$ cat src/rtl/pav_pkg.sv
// pav_pkg: shared types, character codes and helper functions for the
// property attribute validator. No dependencies.
`default_nettype none

package pav_pkg;

    localparam int STACK_DEPTH = 16;
    localparam int LVL_W = $clog2(STACK_DEPTH + 1);
    localparam int PTR_W = (STACK_DEPTH > 1) ? $clog2(STACK_DEPTH) : 1;

    // bracket stack level, 0 to STACK_DEPTH
    typedef logic [LVL_W-1:0] lvl_t;

    // character codes
    localparam logic [7:0] CH_LCURLY = 8'h7B;
    localparam logic [7:0] CH_LSQ    = 8'h5B;
    localparam logic [7:0] CH_LPAR   = 8'h28;
    localparam logic [7:0] CH_RCURLY = 8'h7D;
    localparam logic [7:0] CH_RSQ    = 8'h5D;
    localparam logic [7:0] CH_RPAR   = 8'h29;
    localparam logic [7:0] CH_COMMA  = 8'h2C;
    localparam logic [7:0] CH_QUOTE  = 8'h22;
    localparam logic [7:0] CH_BSLASH = 8'h5C;
    localparam logic [7:0] CH_COLON  = 8'h3A;
    localparam logic [7:0] CH_UNDER  = 8'h5F;
    localparam logic [7:0] CH_DOLLAR = 8'h24;

    // field keys
    localparam logic [7:0] KEY_T     = 8'h54;
    localparam logic [7:0] KEY_G     = 8'h47;
    localparam logic [7:0] KEY_V     = 8'h56;
    localparam logic [7:0] KEY_S     = 8'h53;
    localparam logic [7:0] KEY_C     = 8'h43;
    localparam logic [7:0] KEY_AMP   = 8'h26;
    localparam logic [7:0] KEY_W     = 8'h57;
    localparam logic [7:0] KEY_R     = 8'h52;
    localparam logic [7:0] KEY_QMARK = 8'h3F;
    localparam logic [7:0] KEY_N     = 8'h4E;
    localparam logic [7:0] KEY_D     = 8'h44;
    localparam logic [7:0] KEY_P     = 8'h50;

    typedef enum logic [1:0] {
        BRK_CURLY  = 2'd0,
        BRK_SQUARE = 2'd1,
        BRK_ROUND  = 2'd2
    } brk_t;

    // state of the field being scanned
    typedef struct packed {
        logic [7:0] key;
        logic       nonempty;
        logic       ident_ok;
        logic       prefix_ok;
        logic       colon;
    } field_t;

    // verdict on a closed field
    typedef struct packed {
        logic ok;
        logic owner;
    } check_t;

    function automatic logic is_letter(input logic [7:0] c);
        return (c >= 8'h61 && c <= 8'h7A) || (c >= 8'h41 && c <= 8'h5A);
    endfunction

    function automatic logic ident_start(input logic [7:0] c);
        return is_letter(c) || c == CH_UNDER || c == CH_DOLLAR;
    endfunction

    function automatic logic ident_body(input logic [7:0] c);
        return ident_start(c) || (c >= 8'h30 && c <= 8'h39);
    endfunction

    function automatic logic is_opener(input logic [7:0] c);
        return c == CH_LCURLY || c == CH_LSQ || c == CH_LPAR;
    endfunction

    function automatic logic is_closer(input logic [7:0] c);
        return c == CH_RCURLY || c == CH_RSQ || c == CH_RPAR;
    endfunction

    function automatic brk_t brk_code(input logic [7:0] c);
        brk_t code;
        if (c == CH_LCURLY || c == CH_RCURLY)
        begin
            code = BRK_CURLY;
        end
        else if (c == CH_LSQ || c == CH_RSQ)
        begin
            code = BRK_SQUARE;
        end
        else
        begin
            code = BRK_ROUND;
        end
        return code;
    endfunction

endpackage

`default_nettype wire

$ cat src/rtl/pav_field_check.sv
// pav_field_check: rule check of one closed field against its key.
// Depends on pav_pkg.
`default_nettype none

module pav_field_check (
    input  var pav_pkg::field_t fld,
    output var pav_pkg::check_t result
);

    always_comb begin
        result = '0;
        case (fld.key)
            pav_pkg::KEY_T:
            begin
                result.ok = fld.nonempty;
            end
            pav_pkg::KEY_G, pav_pkg::KEY_V:
            begin
                result.ok = fld.ident_ok;
            end
            pav_pkg::KEY_S:
            begin
                result.ok = fld.colon && fld.prefix_ok;
            end
            pav_pkg::KEY_C, pav_pkg::KEY_AMP, pav_pkg::KEY_W:
            begin
                result.ok    = !fld.nonempty;
                result.owner = 1'b1;
            end
            pav_pkg::KEY_R, pav_pkg::KEY_QMARK, pav_pkg::KEY_N, pav_pkg::KEY_D,
            pav_pkg::KEY_P:
            begin
                result.ok = !fld.nonempty;
            end
            default:
            begin
                result.ok = 1'b0;
            end
        endcase
    end

endmodule

`default_nettype wire

$ cat src/rtl/property_attribute_validator_unit.sv
// property_attribute_validator_unit: top level, byte scanner and verdict register.
// Depends on pav_pkg and pav_field_check.
`default_nettype none

// Scans a property attribute string at one byte per clock and gives one verdict
// beat on the string's last byte (or on an is_empty beat). An accepted byte is held
// in an input register, then folded into the scan state (quote flag, bracket stack
// of pav_pkg::STACK_DEPTH entries, key table, field flags) and, at the end of a
// string, the verdict is loaded into the output register, which then offers
// the verdict beat; a new byte is taken every cycle, and only a verdict held by
// a stalled output side holds up the input. All scan state but the bracket stack
// entries returns to its reset value at the edge that loads the verdict, so
// strings follow each other with no gap.
module property_attribute_validator_unit (
    input  wire        clk,
    input  wire        rst_n,
    input  wire        in_valid,
    output logic       in_ready,
    input  wire  [7:0] ch,
    input  wire        last,
    input  wire        is_empty,
    output logic       out_valid,
    input  wire        out_ready,
    output logic       well_formed,
    output logic       rules_ok,
    output logic       read_only,
    output logic       optional_flag,
    output logic       custom_getter,
    output logic       custom_setter,
    output logic       setter_exists,
    output logic [1:0] ownership_count
);

    // input register
    logic       in_valid_reg;
    logic [7:0] ch_reg;
    logic       last_reg;
    logic       empty_reg;

    // scan state
    logic             quote_reg;
    pav_pkg::lvl_t    lvl_reg;
    logic             at_key_reg;
    pav_pkg::field_t  fld_reg;
    logic             mal_reg;
    logic             rb_reg;
    logic [1:0]       owner_reg;
    logic [255:0]     seen_reg;
    pav_pkg::brk_t    stack_reg [pav_pkg::STACK_DEPTH];

    // output register
    logic       out_valid_reg;
    logic       wf_reg;
    logic       rok_reg;
    logic       ro_reg;
    logic       opt_reg;
    logic       get_reg;
    logic       set_reg;
    logic       sex_reg;
    logic [1:0] own_reg;

    // step logic
    logic             is_end;
    logic             advance;
    pav_pkg::lvl_t    lvl_dec;
    pav_pkg::brk_t    stack_rd;
    logic             quote_next;
    pav_pkg::lvl_t    lvl_next;
    logic             at_key_next;
    pav_pkg::field_t  fld_next;
    logic             mal_byte;
    logic             mal_next;
    logic             rb_next;
    logic [1:0]       owner_next;
    logic [255:0]     seen_next;
    logic             push;
    pav_pkg::brk_t    push_code;
    logic             close_a;
    logic             close_b;
    logic             do_close;
    logic             dup;
    logic             commit;
    logic             done;
    pav_pkg::check_t  chk;
    logic             wf_next;
    logic             r_next;
    logic             s_next;

    assign is_end   = last_reg || empty_reg;
    assign advance  = in_valid_reg && (!is_end || !out_valid_reg || out_ready);
    assign in_ready = !in_valid_reg || advance;

    assign lvl_dec  = lvl_reg - pav_pkg::lvl_t'(1);
    assign stack_rd = stack_reg[lvl_dec[pav_pkg::PTR_W-1:0]];

    // one byte of the string
    always_comb
    begin
        quote_next  = quote_reg;
        lvl_next    = lvl_reg;
        at_key_next = at_key_reg;
        fld_next    = fld_reg;
        mal_byte    = mal_reg;
        push        = 1'b0;
        push_code   = pav_pkg::BRK_CURLY;
        close_a     = 1'b0;
        done        = 1'b0;
        if (!empty_reg && !mal_reg)
        begin
            if (ch_reg == pav_pkg::CH_BSLASH)
            begin
                mal_byte = 1'b1;
            end
            else
            begin
                if (ch_reg == pav_pkg::CH_QUOTE)
                begin
                    quote_next = !quote_reg;
                end
                if (!quote_next)
                begin
                    if (pav_pkg::is_opener(ch_reg))
                    begin
                        if (lvl_reg == pav_pkg::lvl_t'(pav_pkg::STACK_DEPTH))
                        begin
                            mal_byte = 1'b1;
                            done     = 1'b1;
                        end
                        else
                        begin
                            push      = 1'b1;
                            push_code = pav_pkg::brk_code(ch_reg);
                            lvl_next  = lvl_reg + pav_pkg::lvl_t'(1);
                        end
                    end
                    else if (pav_pkg::is_closer(ch_reg))
                    begin
                        if (lvl_reg == '0 || stack_rd != pav_pkg::brk_code(ch_reg))
                        begin
                            mal_byte = 1'b1;
                            done     = 1'b1;
                        end
                        else
                        begin
                            lvl_next = lvl_dec;
                        end
                    end
                    if (!done && ch_reg == pav_pkg::CH_COMMA && lvl_next == '0)
                    begin
                        close_a = 1'b1;
                        done    = 1'b1;
                    end
                end
                if (!done)
                begin
                    if (at_key_reg)
                    begin
                        at_key_next = 1'b0;
                        fld_next    = '0;
                        fld_next.key = ch_reg;
                    end
                    else
                    begin
                        fld_next.prefix_ok = fld_reg.ident_ok;
                        fld_next.ident_ok  = fld_reg.nonempty
                                           ? (fld_reg.ident_ok && pav_pkg::ident_body(ch_reg))
                                           : pav_pkg::ident_start(ch_reg);
                        fld_next.nonempty  = 1'b1;
                        fld_next.colon     = (ch_reg == pav_pkg::CH_COLON);
                    end
                end
            end
        end
    end

    pav_field_check u_check (
        .fld    (fld_next),
        .result (chk)
    );

    // field close: a top-level comma, or the end of the string
    always_comb
    begin
        close_b  = is_end && !mal_byte && !quote_next && lvl_next == '0 && !close_a;
        do_close = close_a || close_b;
        dup      = at_key_next || seen_reg[fld_next.key];
        commit   = do_close && !dup;
        mal_next = mal_byte;
        if (is_end && !mal_byte && (quote_next || lvl_next != '0 || close_a))
        begin
            mal_next = 1'b1;
        end
        if (do_close && dup)
        begin
            mal_next = 1'b1;
        end
        seen_next  = seen_reg;
        owner_next = owner_reg;
        rb_next    = rb_reg;
        if (commit)
        begin
            seen_next[fld_next.key] = 1'b1;
            if (chk.owner && owner_reg != 2'd3)
            begin
                owner_next = owner_reg + 2'd1;
            end
            if (!chk.ok)
            begin
                rb_next = 1'b1;
            end
        end
        wf_next = !mal_next;
        r_next  = wf_next && seen_next[pav_pkg::KEY_R];
        s_next  = wf_next && seen_next[pav_pkg::KEY_S];
    end

    always_ff @(posedge clk or negedge rst_n)
    begin
        if (!rst_n)
        begin
            in_valid_reg <= 1'b0;
        end
        else if (in_ready)
        begin
            in_valid_reg <= in_valid;
        end
    end

    always_ff @(posedge clk)
    begin
        if (in_ready && in_valid)
        begin
            ch_reg    <= ch;
            last_reg  <= last;
            empty_reg <= is_empty;
        end
    end

    always_ff @(posedge clk or negedge rst_n)
    begin
        if (!rst_n)
        begin
            quote_reg  <= 1'b0;
            lvl_reg    <= '0;
            at_key_reg <= 1'b1;
            fld_reg    <= '0;
            mal_reg    <= 1'b0;
            rb_reg     <= 1'b0;
            owner_reg  <= 2'd0;
            seen_reg   <= '0;
        end
        else if (advance)
        begin
            if (is_end)
            begin
                quote_reg  <= 1'b0;
                lvl_reg    <= '0;
                at_key_reg <= 1'b1;
                fld_reg    <= '0;
                mal_reg    <= 1'b0;
                rb_reg     <= 1'b0;
                owner_reg  <= 2'd0;
                seen_reg   <= '0;
            end
            else
            begin
                quote_reg  <= quote_next;
                lvl_reg    <= lvl_next;
                at_key_reg <= do_close ? 1'b1 : at_key_next;
                fld_reg    <= do_close ? '0 : fld_next;
                mal_reg    <= mal_next;
                rb_reg     <= rb_next;
                owner_reg  <= owner_next;
                seen_reg   <= seen_next;
            end
        end
    end

    // bracket stack entries are only read below the level, so no reset
    always_ff @(posedge clk)
    begin
        if (advance && push)
        begin
            stack_reg[lvl_reg[pav_pkg::PTR_W-1:0]] <= push_code;
        end
    end

    always_ff @(posedge clk or negedge rst_n)
    begin
        if (!rst_n)
        begin
            out_valid_reg <= 1'b0;
        end
        else if (advance && is_end)
        begin
            out_valid_reg <= 1'b1;
        end
        else if (out_ready)
        begin
            out_valid_reg <= 1'b0;
        end
    end

    always_ff @(posedge clk)
    begin
        if (advance && is_end)
        begin
            wf_reg  <= wf_next;
            rok_reg <= wf_next && !rb_next && seen_next[pav_pkg::KEY_T]
                       && owner_next <= 2'd1 && !(r_next && s_next);
            ro_reg  <= r_next;
            opt_reg <= wf_next && seen_next[pav_pkg::KEY_QMARK];
            get_reg <= wf_next && seen_next[pav_pkg::KEY_G];
            set_reg <= s_next;
            sex_reg <= !(r_next && !s_next);
            own_reg <= wf_next ? owner_next : 2'd0;
        end
    end

    assign out_valid       = out_valid_reg;
    assign well_formed     = wf_reg;
    assign rules_ok        = rok_reg;
    assign read_only       = ro_reg;
    assign optional_flag   = opt_reg;
    assign custom_getter   = get_reg;
    assign custom_setter   = set_reg;
    assign setter_exists   = sex_reg;
    assign ownership_count = own_reg;

`ifndef SYNTHESIS
    a_level_bound: assert property (@(posedge clk) disable iff (!rst_n)
        lvl_reg <= pav_pkg::lvl_t'(pav_pkg::STACK_DEPTH))
        else $error("bracket level beyond stack depth");

    a_clear_after_end: assert property (@(posedge clk) disable iff (!rst_n)
        advance && is_end |=> seen_reg == '0 && owner_reg == 2'd0 && lvl_reg == '0
                             && !mal_reg && at_key_reg)
        else $error("scan state not cleared after end of string");

    a_hold_input: assert property (@(posedge clk) disable iff (!rst_n)
        in_valid_reg && !advance |=> in_valid_reg && $stable(ch_reg) && $stable(last_reg))
        else $error("held beat lost from input register");

    a_malformed_flags: assert property (@(posedge clk) disable iff (!rst_n)
        out_valid_reg && !wf_reg |-> !rok_reg && !ro_reg && !set_reg && own_reg == 2'd0)
        else $error("flags set on malformed verdict");

    a_setter: assert property (@(posedge clk) disable iff (!rst_n)
        out_valid_reg && !sex_reg |-> ro_reg && !set_reg)
        else $error("setter_exists inconsistent with read_only");
`endif

endmodule

`default_nettype wire
$ cat config.mk
export PLATFORM = sky130hd
export DESIGN_NAME = property_attribute_validator_unit
export DESIGN_NICKNAME = d
export VERILOG_FILES = /design/src/rtl/pav_pkg.sv /design/src/rtl/pav_field_check.sv /design/src/rtl/property_attribute_validator_unit.sv
export SDC_FILE = /design/constraint.sdc
export NUM_CORES = 1
export LEC_CHECK = 0
export BUFFER_PORTS_ARGS = -buffer_cell sky130_fd_sc_hd__buf_4
export CORE_UTILIZATION = 52
export CTS_CLUSTER_DIAMETER = 50
export DETAILED_ROUTE_END_ITERATION = 10
export PLACE_DENSITY_LB_ADDON = 0.05
export RECOVER_POWER = 25
export SYNTH_ARGS = -nofsm -noshare
export SYNTH_HDL_FRONTEND = slang
export SYNTH_SLANG_ARGS = --single-unit
$ cat constraint.sdc
create_clock -name clk -period 10.99 [get_ports clk]
set_input_delay 1.6485 -clock clk [delete_from_list [all_inputs] [get_ports clk]]
set_output_delay 1.6485 -clock clk [all_outputs]
set_load 0.005 [all_outputs]
Word-level counts from Yosys, hierarchy flattened
Memories as Yosys holds them, arrays and structs flattened.
Cells that the tools add are included.
{"block": "totals", "regBits": 300, "output_inout_bits": 11, "elab_cells": 234, "mem_count": 1, "mem_bits_rw": 32}
{"block": "op_classes", "n_addsub": 3, "order_cmp": 9, "n_bitwise": 1, "eq_ne": 27, "n_reduce_logical": 77, "mux": 90}
{"memory": "stack_reg", "depth": 16, "width": 2, "rd": 1, "rd_clocked_by_memory_dff": 0, "wr": 1, "line": "property_attribute_validator_unit.sv:49", "source": "pav_pkg::brk_t stack_reg [pav_pkg::STACK_DEPTH];"}
{"cell": "$mux W256", "count": 2}
{"cell": "$or A256 B256 Y256", "count": 1}
{"cell": "$eq A8 B7 Y1 const B", "count": 16}
{"cell": "$eq A8 B6 Y1 const B", "count": 8}
{"cell": "$mux W12", "count": 5}
{"cell": "$mux W5", "count": 11}
{"cell": "$mux W1", "count": 52}
{"cell": "$logic_and A1 B1 Y1", "count": 31}
{"cell": "$mux W2", "count": 15}
{"cell": "$logic_or A1 B1 Y1", "count": 19}
{"cell": "$logic_not A1 Y1", "count": 17}
{"cell": "$ge A8 B7 Y1 const B", "count": 2}
{"cell": "$le A8 B7 Y1 const B", "count": 2}
{"cell": "$logic_not A5 Y1", "count": 3}
{"cell": "$lt A8 B9 Y1 const B", "count": 1}
{"cell": "$bmux W1 S8", "count": 1}
{"cell": "$demux W1 S8", "count": 1}
{"cell": "$ge A8 B1 Y1 const B", "count": 1}
{"cell": "$ge A8 B6 Y1 const B", "count": 1}
{"cell": "$le A8 B6 Y1 const B", "count": 1}
{"cell": "$mux W8", "count": 1}
{"cell": "$reduce_or A8 Y1", "count": 1}
{"cell": "$add A5 B1 Y5 const B", "count": 1}
{"cell": "$eq A5 B5 Y1 const B", "count": 1}
{"cell": "12 further kinds", "count": 13}

Longest topological paths before layout
Gate-level depths: netlist (run 1).
{"block": "depth", "word_depth": 38, "depth_mapped": 24, "mapped_depth_nobuf": 17}

By module
A second synthesis (run 1) with hierarchy kept.
{"block": "hier_totals", "hier_cells": 1669, "hier_area_um2": 17491.8}
{"mod": "property_attribute_validator_unit", "seq_area_each_um2": 8564.5, "cells_per_inst": 1644, "area_each_um2": 17299.1, "n_inst": 1}
{"mod": "pav_field_check", "seq_area_each_um2": 0.0, "cells_per_inst": 25, "area_each_um2": 192.7, "n_inst": 1}

Least setup slack after synthesis (run 1)
OpenSTA, ideal clock, no wires.
{"block": "synth_path", "kind": "register to register", "start": "register lvl_reg[0]", "end": "register sex_reg (netlist: setter_exists), data pin", "slack_ps": 5160, "required_ps": 10718, "stages_incl_launch_ff": 20, "arrival_ps": 5558, "path_cell_list": "dfrtp_1 -> buf_2 -> inv_1 -> ha_1 -> clkbuf_1 -> mux4_2 -> mux4_2 -> a21o_1 -> or4_4 -> a21oi_2 -> a31oi_2 -> buf_4 -> a211oi_1 -> a211oi_1 -> or4_1 -> a222oi_1 -> nand4_2 -> nor3_1 -> a21oi_1 -> or4b_1"}
{"block": "synth_via", "elab_chain_cells": 30}
{"item": "start, declared", "line": "property_attribute_validator_unit.sv:42", "source": "pav_pkg::lvl_t lvl_reg;"}
{"item": "start signal, assigned", "line": "property_attribute_validator_unit.sv:268", "source": "lvl_reg <= lvl_next;"}
{"item": "branches (longest 28 deep; another with $sub A5 B1 Y5)"}
{"item": "$logic_and A1 B1 Y1 *", "line": "property_attribute_validator_unit.sv:315", "source": "sex_reg <= !(r_next && !s_next);"}
{"item": "$logic_not A1 Y1 *", "line": "property_attribute_validator_unit.sv:315"}
{"item": "end signal, assigned", "line": "property_attribute_validator_unit.sv:315"}
{"item": "end, declared", "line": "property_attribute_validator_unit.sv:59", "source": "logic sex_reg;"}
Mark *: on every way between the ends. The select of a mux whose other input is x is not followed.
A chain may end at the register's enable or synchronous reset.

Final worst setup path (run 1)
{"block": "layout_path", "start": "register lvl_reg[0]", "end": "register seen_reg[51]"}
{"block": "layout_via", "elab_chain_cells": 27}
{"item": "branches (longest 27 deep; another with $sub A5 B1 Y5)"}
{"item": "end signal, assigned", "line": "property_attribute_validator_unit.sv:274", "source": "seen_reg <= seen_next;"}
{"item": "end, declared", "line": "property_attribute_validator_unit.sv:48", "source": "logic [255:0] seen_reg;"}
Parallel ways; which one is timed is not known. The select of a mux whose other input is x is not followed.

==> summary.txt, run 1 <==
RSZ-0062 raised after global routing: no
CTS root buf: clkbuf_16
Crit. End Element: flip-flop
Buffers plus inverters on the worst setup path: 2
CTS tree: yes
Yosys warnings: 0
Routability cong.: 0.9923
Drt wl/cell: 26.15 um
EDFF count, synth: 51
Syn Nets: 1,772
Tot Pwr: 3.349 mW
Worst hold path type: flip-flop to flip-flop
Die width: 186.7 um
Clock sinks: 332
Clock skew: 0.01423 ns
Layout cells sized above 1: 0.1325
#FFs+latches synth: 332
CP top delay family: simple AND/OR/NAND/NOR gates
Final wirelength: 57.50 mm
Critical path class: flip-flop to flip-flop
Commonest non-fill, non-tap cells in the layout: dfrtp_1 (279), nand2_1 (267), o21ai_0 (172)
Peak supply drop: 0.1413 mV
DRC Markers: 0
Synth unique cells: 95
Crit path largest cell delay: 1.05 ns
Vias in the first global route: 14,710
Latest clock arrival within the worst-skew pair: 0.57 ns
Final ANT Viol Nets: 0
Status: complete, but fails checks
Diode count: 0
Num CTS Buffers: 41
Pwr dens: 170.3 mW/mm2
Failing checks: capacitance limit, slew limit
Slew margin rel.: -3.082
Number of antenna violations at the first check in global routing: 0
Area Overhead vs Synth: 10.84%
Max-Cap Viols: 2
Largest net degree at the start of global routing: 172
Nets: 1,738
Slew Limit Fails: 141
Ys flop type: dfrtp_1
Slowest CP cell: nor2b_2
Period minus WS final: 9.102 ns
Total Neg Setup Slack: 0 ns
H-Tree Depth: 2
Hold Violations, Final: 0
Buffers on Ports: 24
Deepest clock path buffer count: 3
Post-Syn Instances: 1,752
Sequential fraction of the synthesis area: 0.4828
Hpwl dp: 37.03 mm
TritonRoute pass-1 iters: 6
WHS: 0.4783 ns
Clock-pin transition on the worst setup and hold timing paths: 0.06 ns
Ys async rst share: 0.8464
Most common cell after layout, fill and taps aside: dfrtp_1
Max reg flops: 256
Core Area: 0.03353 mm2
Max FO, Critical Path: 34
Ports: 25
CP required: 11.49 ns
Via count: 15,010
Pleak: 7.975 nW
Slew at the pin closest to its max-slew limit: 6.123 ns
Post-CTS sizing: 0
Total GRT Usage: 0.3356
Startpoint Class: flip-flop
# hold bufs at CTS: 0
Grt ovf: 0
FP Rows: 67
Vias per std cell: 6.825
Post CTS Setup Buffer Count: 0
First-pass GRT wire length: 89.67 mm
Syn avg cell area: 10.12 um2
Die area: 0.03486 mm2
Die height: 186.7 um
Maximum clock frequency: 0.1099 GHz
Starting Density: 0.5290
Fin util: 0.5863
Crit-path cells: inv_1, ha_1, xor2_2, mux4_1, a41o_1, a21o_1, nor3_2, a211o_2, buf_4, nand3_2, mux2_1, a2111oi_0, o22ai_1, o41ai_2, nand4_2, nor2b_2, and2_1, a22o_1
DRT iter0 DRCs: 1,585
Fin crit share: 0.8282
WP data arrival: 9.60 ns
Cell Area, Synth: 0.01774 mm2
Final Setup Violations: 0
==> layout make-up <==
type | count | area [um2]
repair buffers | 58 | 440.4
clock buffers | 50 | 1152
well taps | 448 | 560.5
flip-flops and latches | 332 | 8566
fillers | 2894 | 13870
clock inverters | 26 | 292.8
inverters | 25 | 93.84
multi-input cells | 1260 | 8556
==> metrics by stage <==
step | instances | cell area (um2) | setup WS [ns]
finish | 2199 | 19660 | 1.888
CTS | 2199 | 19680 | 1.927
floorplan | 1752 | 17740 | 5.160
detailed placement | 2123 | 18230 | 1.964
global route | 2199 | 19660 | 1.394
global placement | 2123 | 18230 | 2.238
==> metal layers <==
metal  GRT usage  up-vias  part of all wire  routed length [um]
met5           0        -                 0                   0
met3     0.06583      176             0.078                4472
met1      0.4697     7521              0.42               24330
met2      0.5004      756              0.45               25880
met4      0.1655        0             0.049                2821
li1            -     6556                 -                   -
==> Yosys cell counts, drive strengths merged (3+ instances only) <==
library cell	instances	area [um2]
dfrtp	280	7007
nand2	268	1008
o21ai	178	898.4
a22o	103	902.1
clkbuf	92	345.3
nor2	85	319.1
mux2i	77	770.7
a21oi	62	314.1
edfxtp	51	1531
buf	43	236.5
mux4	39	889.6
o31ai	38	295.3
nand4	36	231.5
nor3	36	201.5
a211oi	33	257.7
o22ai	26	168.9
a31oi	25	168.9
inv	25	93.84
a221oi	21	183.9
nand3	21	115.1
nand2b	19	118.9
and2	15	93.84
and3	12	75.07
a22oi	11	82.58
mux2	11	123.9
nor2b	11	68.82
or2	11	68.82
nor4	10	77.57
a2111oi	9	85.08
a221o	9	90.09
or3	7	43.79
or4	7	60.06
a21boi	6	60.06
a31o	6	52.55
ha	6	75.07
or4b	5	50.05
a21o	4	30.03
nand3b	3	22.52
nor4b	3	26.28
o22a	3	26.28
xnor2	3	26.28
==> worst register-to-register path: cells and delay by family (launching register included) <==
kind	cells	cell delay, ns
compound gates	7	2.10
xor+xnor	1	0.41
fa+ha+maj	1	0.35
buf+inv	2	0.68
flops	1	0.83
mux	2	1.25
simple gates	5	3.43
==> where the power goes <==
group | switching, mW | leakage, nW | total, mW | internal [mW]
Sequential | 0.0401 | 4.42 | 1.31 | 1.27
Clock | 0.565 | 0.720 | 1.44 | 0.873
Combinational | 0.449 | 2.83 | 0.605 | 0.156
Total | 1.05 | 7.98 | 3.35 | 2.29
==> final timing paths <==
check                                endpoint  cells past startpoint  slack (ns)           from
worst min register to register  seen_reg[251]                      2        0.48  seen_reg[251]
worst max-delay path             seen_reg[51]                     18        1.89     lvl_reg[0]
worst min-delay path            seen_reg[251]                      2        0.48  seen_reg[251]
worst max register to register   seen_reg[51]                     18        1.89     lvl_reg[0]
min in group asynchronous        seen_reg[40]                      1        3.31          rst_n
max in group asynchronous          fld_reg[4]                      1        3.74          rst_n
==> kinds of logic after synthesis <==
kind of cell | count (synthesis) | share of synthesized area
multiplexers | 127 | 0.1006
buffers and inverters | 160 | 0.03809
AND/OR/NAND/NOR | 556 | 0.1503
adder cells (fa/ha/maj) | 6 | 0.004232
XOR/XNOR | 5 | 0.002893
flip-flops | 332 | 0.4828
AO/OA/AOI/OAI | 566 | 0.2211
No activity file was read; power rests on OpenSTA's default activity.
==> run 2, diff against run 1 <==
==> constraint.sdc (replaced) <==
create_clock -name clk -period 8.1 [get_ports clk]
set_input_delay 1.215 -clock clk [delete_from_list [all_inputs] [get_ports clk]]
set_output_delay 1.215 -clock clk [all_outputs]
set_load 0.005 [all_outputs]
==> summary.txt, run 2 (synthesis results as in run 1) <==
Status: complete, but fails checks
Failing checks: capacitance limit, slew limit
Num CTS Buffers: 44
Latest clock arrival within the worst-skew pair: 0.58 ns
Met2 usage: 0.5135
Slew at the pin closest to its max-slew limit: 4.593 ns
Vias per std cell: 6.831
Period minus WS final: 7.183 ns
DRT iter0 DRCs: 1,951
Max reg flops: 256
Top Usage Layer GRT: met2
FP Rows: 67
CTS tree: yes
CP required: 8.39 ns
Ports: 25
Clock-pin transition on the worst setup and hold timing paths: 0.06 ns
Routability cong.: 0.9746
H-Tree Depth: 2
Number of antenna violations at the first check in global routing: 0
Post-route cell area: 0.01986 mm2
Clock skew: 0.01543 ns
Most common cell after layout, fill and taps aside: dfrtp_1
Starting Density: 0.5290
# hold bufs at CTS: 0
Fin util: 0.5923
Hpwl dp: 39.08 mm
Non-filler cells, final: 2,223
Max-Cap Viols: 2
Total GRT Usage: 0.3497
Post CTS Setup Buffer Count: 0
Startpoint Class: flip-flop
Largest net degree at the start of global routing: 244
GR Layer Usage met1: 0.5028
Post-CTS sizing: 0
Pleak: 8.091 nW
Core Area: 0.03353 mm2
Slew Limit Fails: 327
Die area: 0.03486 mm2
Max FO, Critical Path: 19
Fin crit share: 0.8868
CTS root buf: clkbuf_16
Die height: 186.7 um
Area Overhead vs Synth: 11.97%
Via count: 15,190
DRC Markers: 0
Placed insts: 2,145
Filler instances: 2,898
RSZ-0062 raised after global routing: no
Hold Violations, Final: 0
Final wirelength: 60.33 mm
Grt ovf: 0
Worst hold path type: flip-flop to flip-flop
Clock sinks: 332
WP data arrival: 7.47 ns
Post-Place Cell Area: 0.01841 mm2
Vias in the first global route: 14,890
Maximum clock frequency: 0.1392 GHz
Commonest non-fill, non-tap cells in the layout: dfrtp_1 (279), nand2_1 (267), o21ai_0 (172)
Final ANT Viol Nets: 0
Deepest clock path buffer count: 3
Crit. End Element: flip-flop
Nets: 1,763
Diode count: 0
Total Neg Setup Slack: 0 ns
Final Setup Violations: 0
First-pass GRT wire length: 92.72 mm
Pwr dens: 231.9 mW/mm2
Layout cells sized above 1: 0.1425
Drt wl/cell: 27.14 um
Critical path class: flip-flop to flip-flop
Slew margin rel.: -2.062
Die width: 186.7 um
Met3 GRT Util: 0.06000
TritonRoute pass-1 iters: 5
Peak supply drop: 0.1970 mV
Buffers on Ports: 24
run 2: path summary, 6_finish.rpt:
kind | startpoint | end | slack (ns) | cells past startpoint
setup / recovery | lvl_reg[1] | ownership_count[1] | 0.92 | 17
hold / removal | seen_reg[140] | seen_reg[140] | 0.48 | 2
setup reg to reg | lvl_reg[1] | ownership_count[1] | 0.92 | 17
hold reg to reg | seen_reg[140] | seen_reg[140] | 0.48 | 2
max in group asynchronous | rst_n | fld_reg[4] | 1.64 | 2
min in group asynchronous | rst_n | seen_reg[26] | 2.27 | 1
run 2: area by class of cell:
class,count,area [um2],share of cell area
Clock inverter,25,301.5,0.01518
Inverter,25,93.84,0.004725
Timing Repair Buffer,80,609.3,0.03068
Tap cell,448,560.5,0.02822
Multi-Input combinational cell,1260,8556,0.4308
Clock buffer,53,1175,0.05915
Sequential cell,332,8566,0.4313
run 2: worst max-delay path: stages, from the launching register on:
cell and delay (ns):
dfrtp_1 0.50, inv_1 0.15, ha_1 0.27, xor2_2 0.42
mux4_1 0.63, a41o_1 0.26, a21o_1 0.23, or4_4 0.58
a21oi_2 0.47, a31oi_2 0.54, a211oi_1 0.42, a211oi_1 0.08
or4_1 0.53, a222oi_1 0.50, nand4_2 0.30, nor3_1 0.25
a21oi_1 0.18, nor3_1 0.59
run 2: layer usage:
layer	wire length [um]	vias up	part of all wire
li1	-	6608	-
met1	25870	7696	0.43
met2	26720	741	0.44
met3	4916	141	0.081
met4	2821	0	0.047
met5	0	-	0
run 2: through the flow:
step                      power (mW)  worst slack, ns  hold WS [ns]
after floorplan                2.287            2.270        0.4428
after global placement         2.641            1.132        0.4569
after detailed placement       2.641            1.023        0.4671
after CTS                      4.606           0.9876        0.4780
after global routing           4.733           0.5184        0.5139
final                          4.607           0.9169        0.4773
run 2: power breakdown:
| part | leakage, nW | internal, mW | switching [mW] | total, mW |
|---|---|---|---|---|
| registers | 4.42 | 1.72 | 0.0528 | 1.77 |
| logic | 2.95 | 0.228 | 0.637 | 0.864 |
| clock network | 0.716 | 1.18 | 0.793 | 1.97 |
| total | 8.09 | 3.12 | 1.48 | 4.61 |
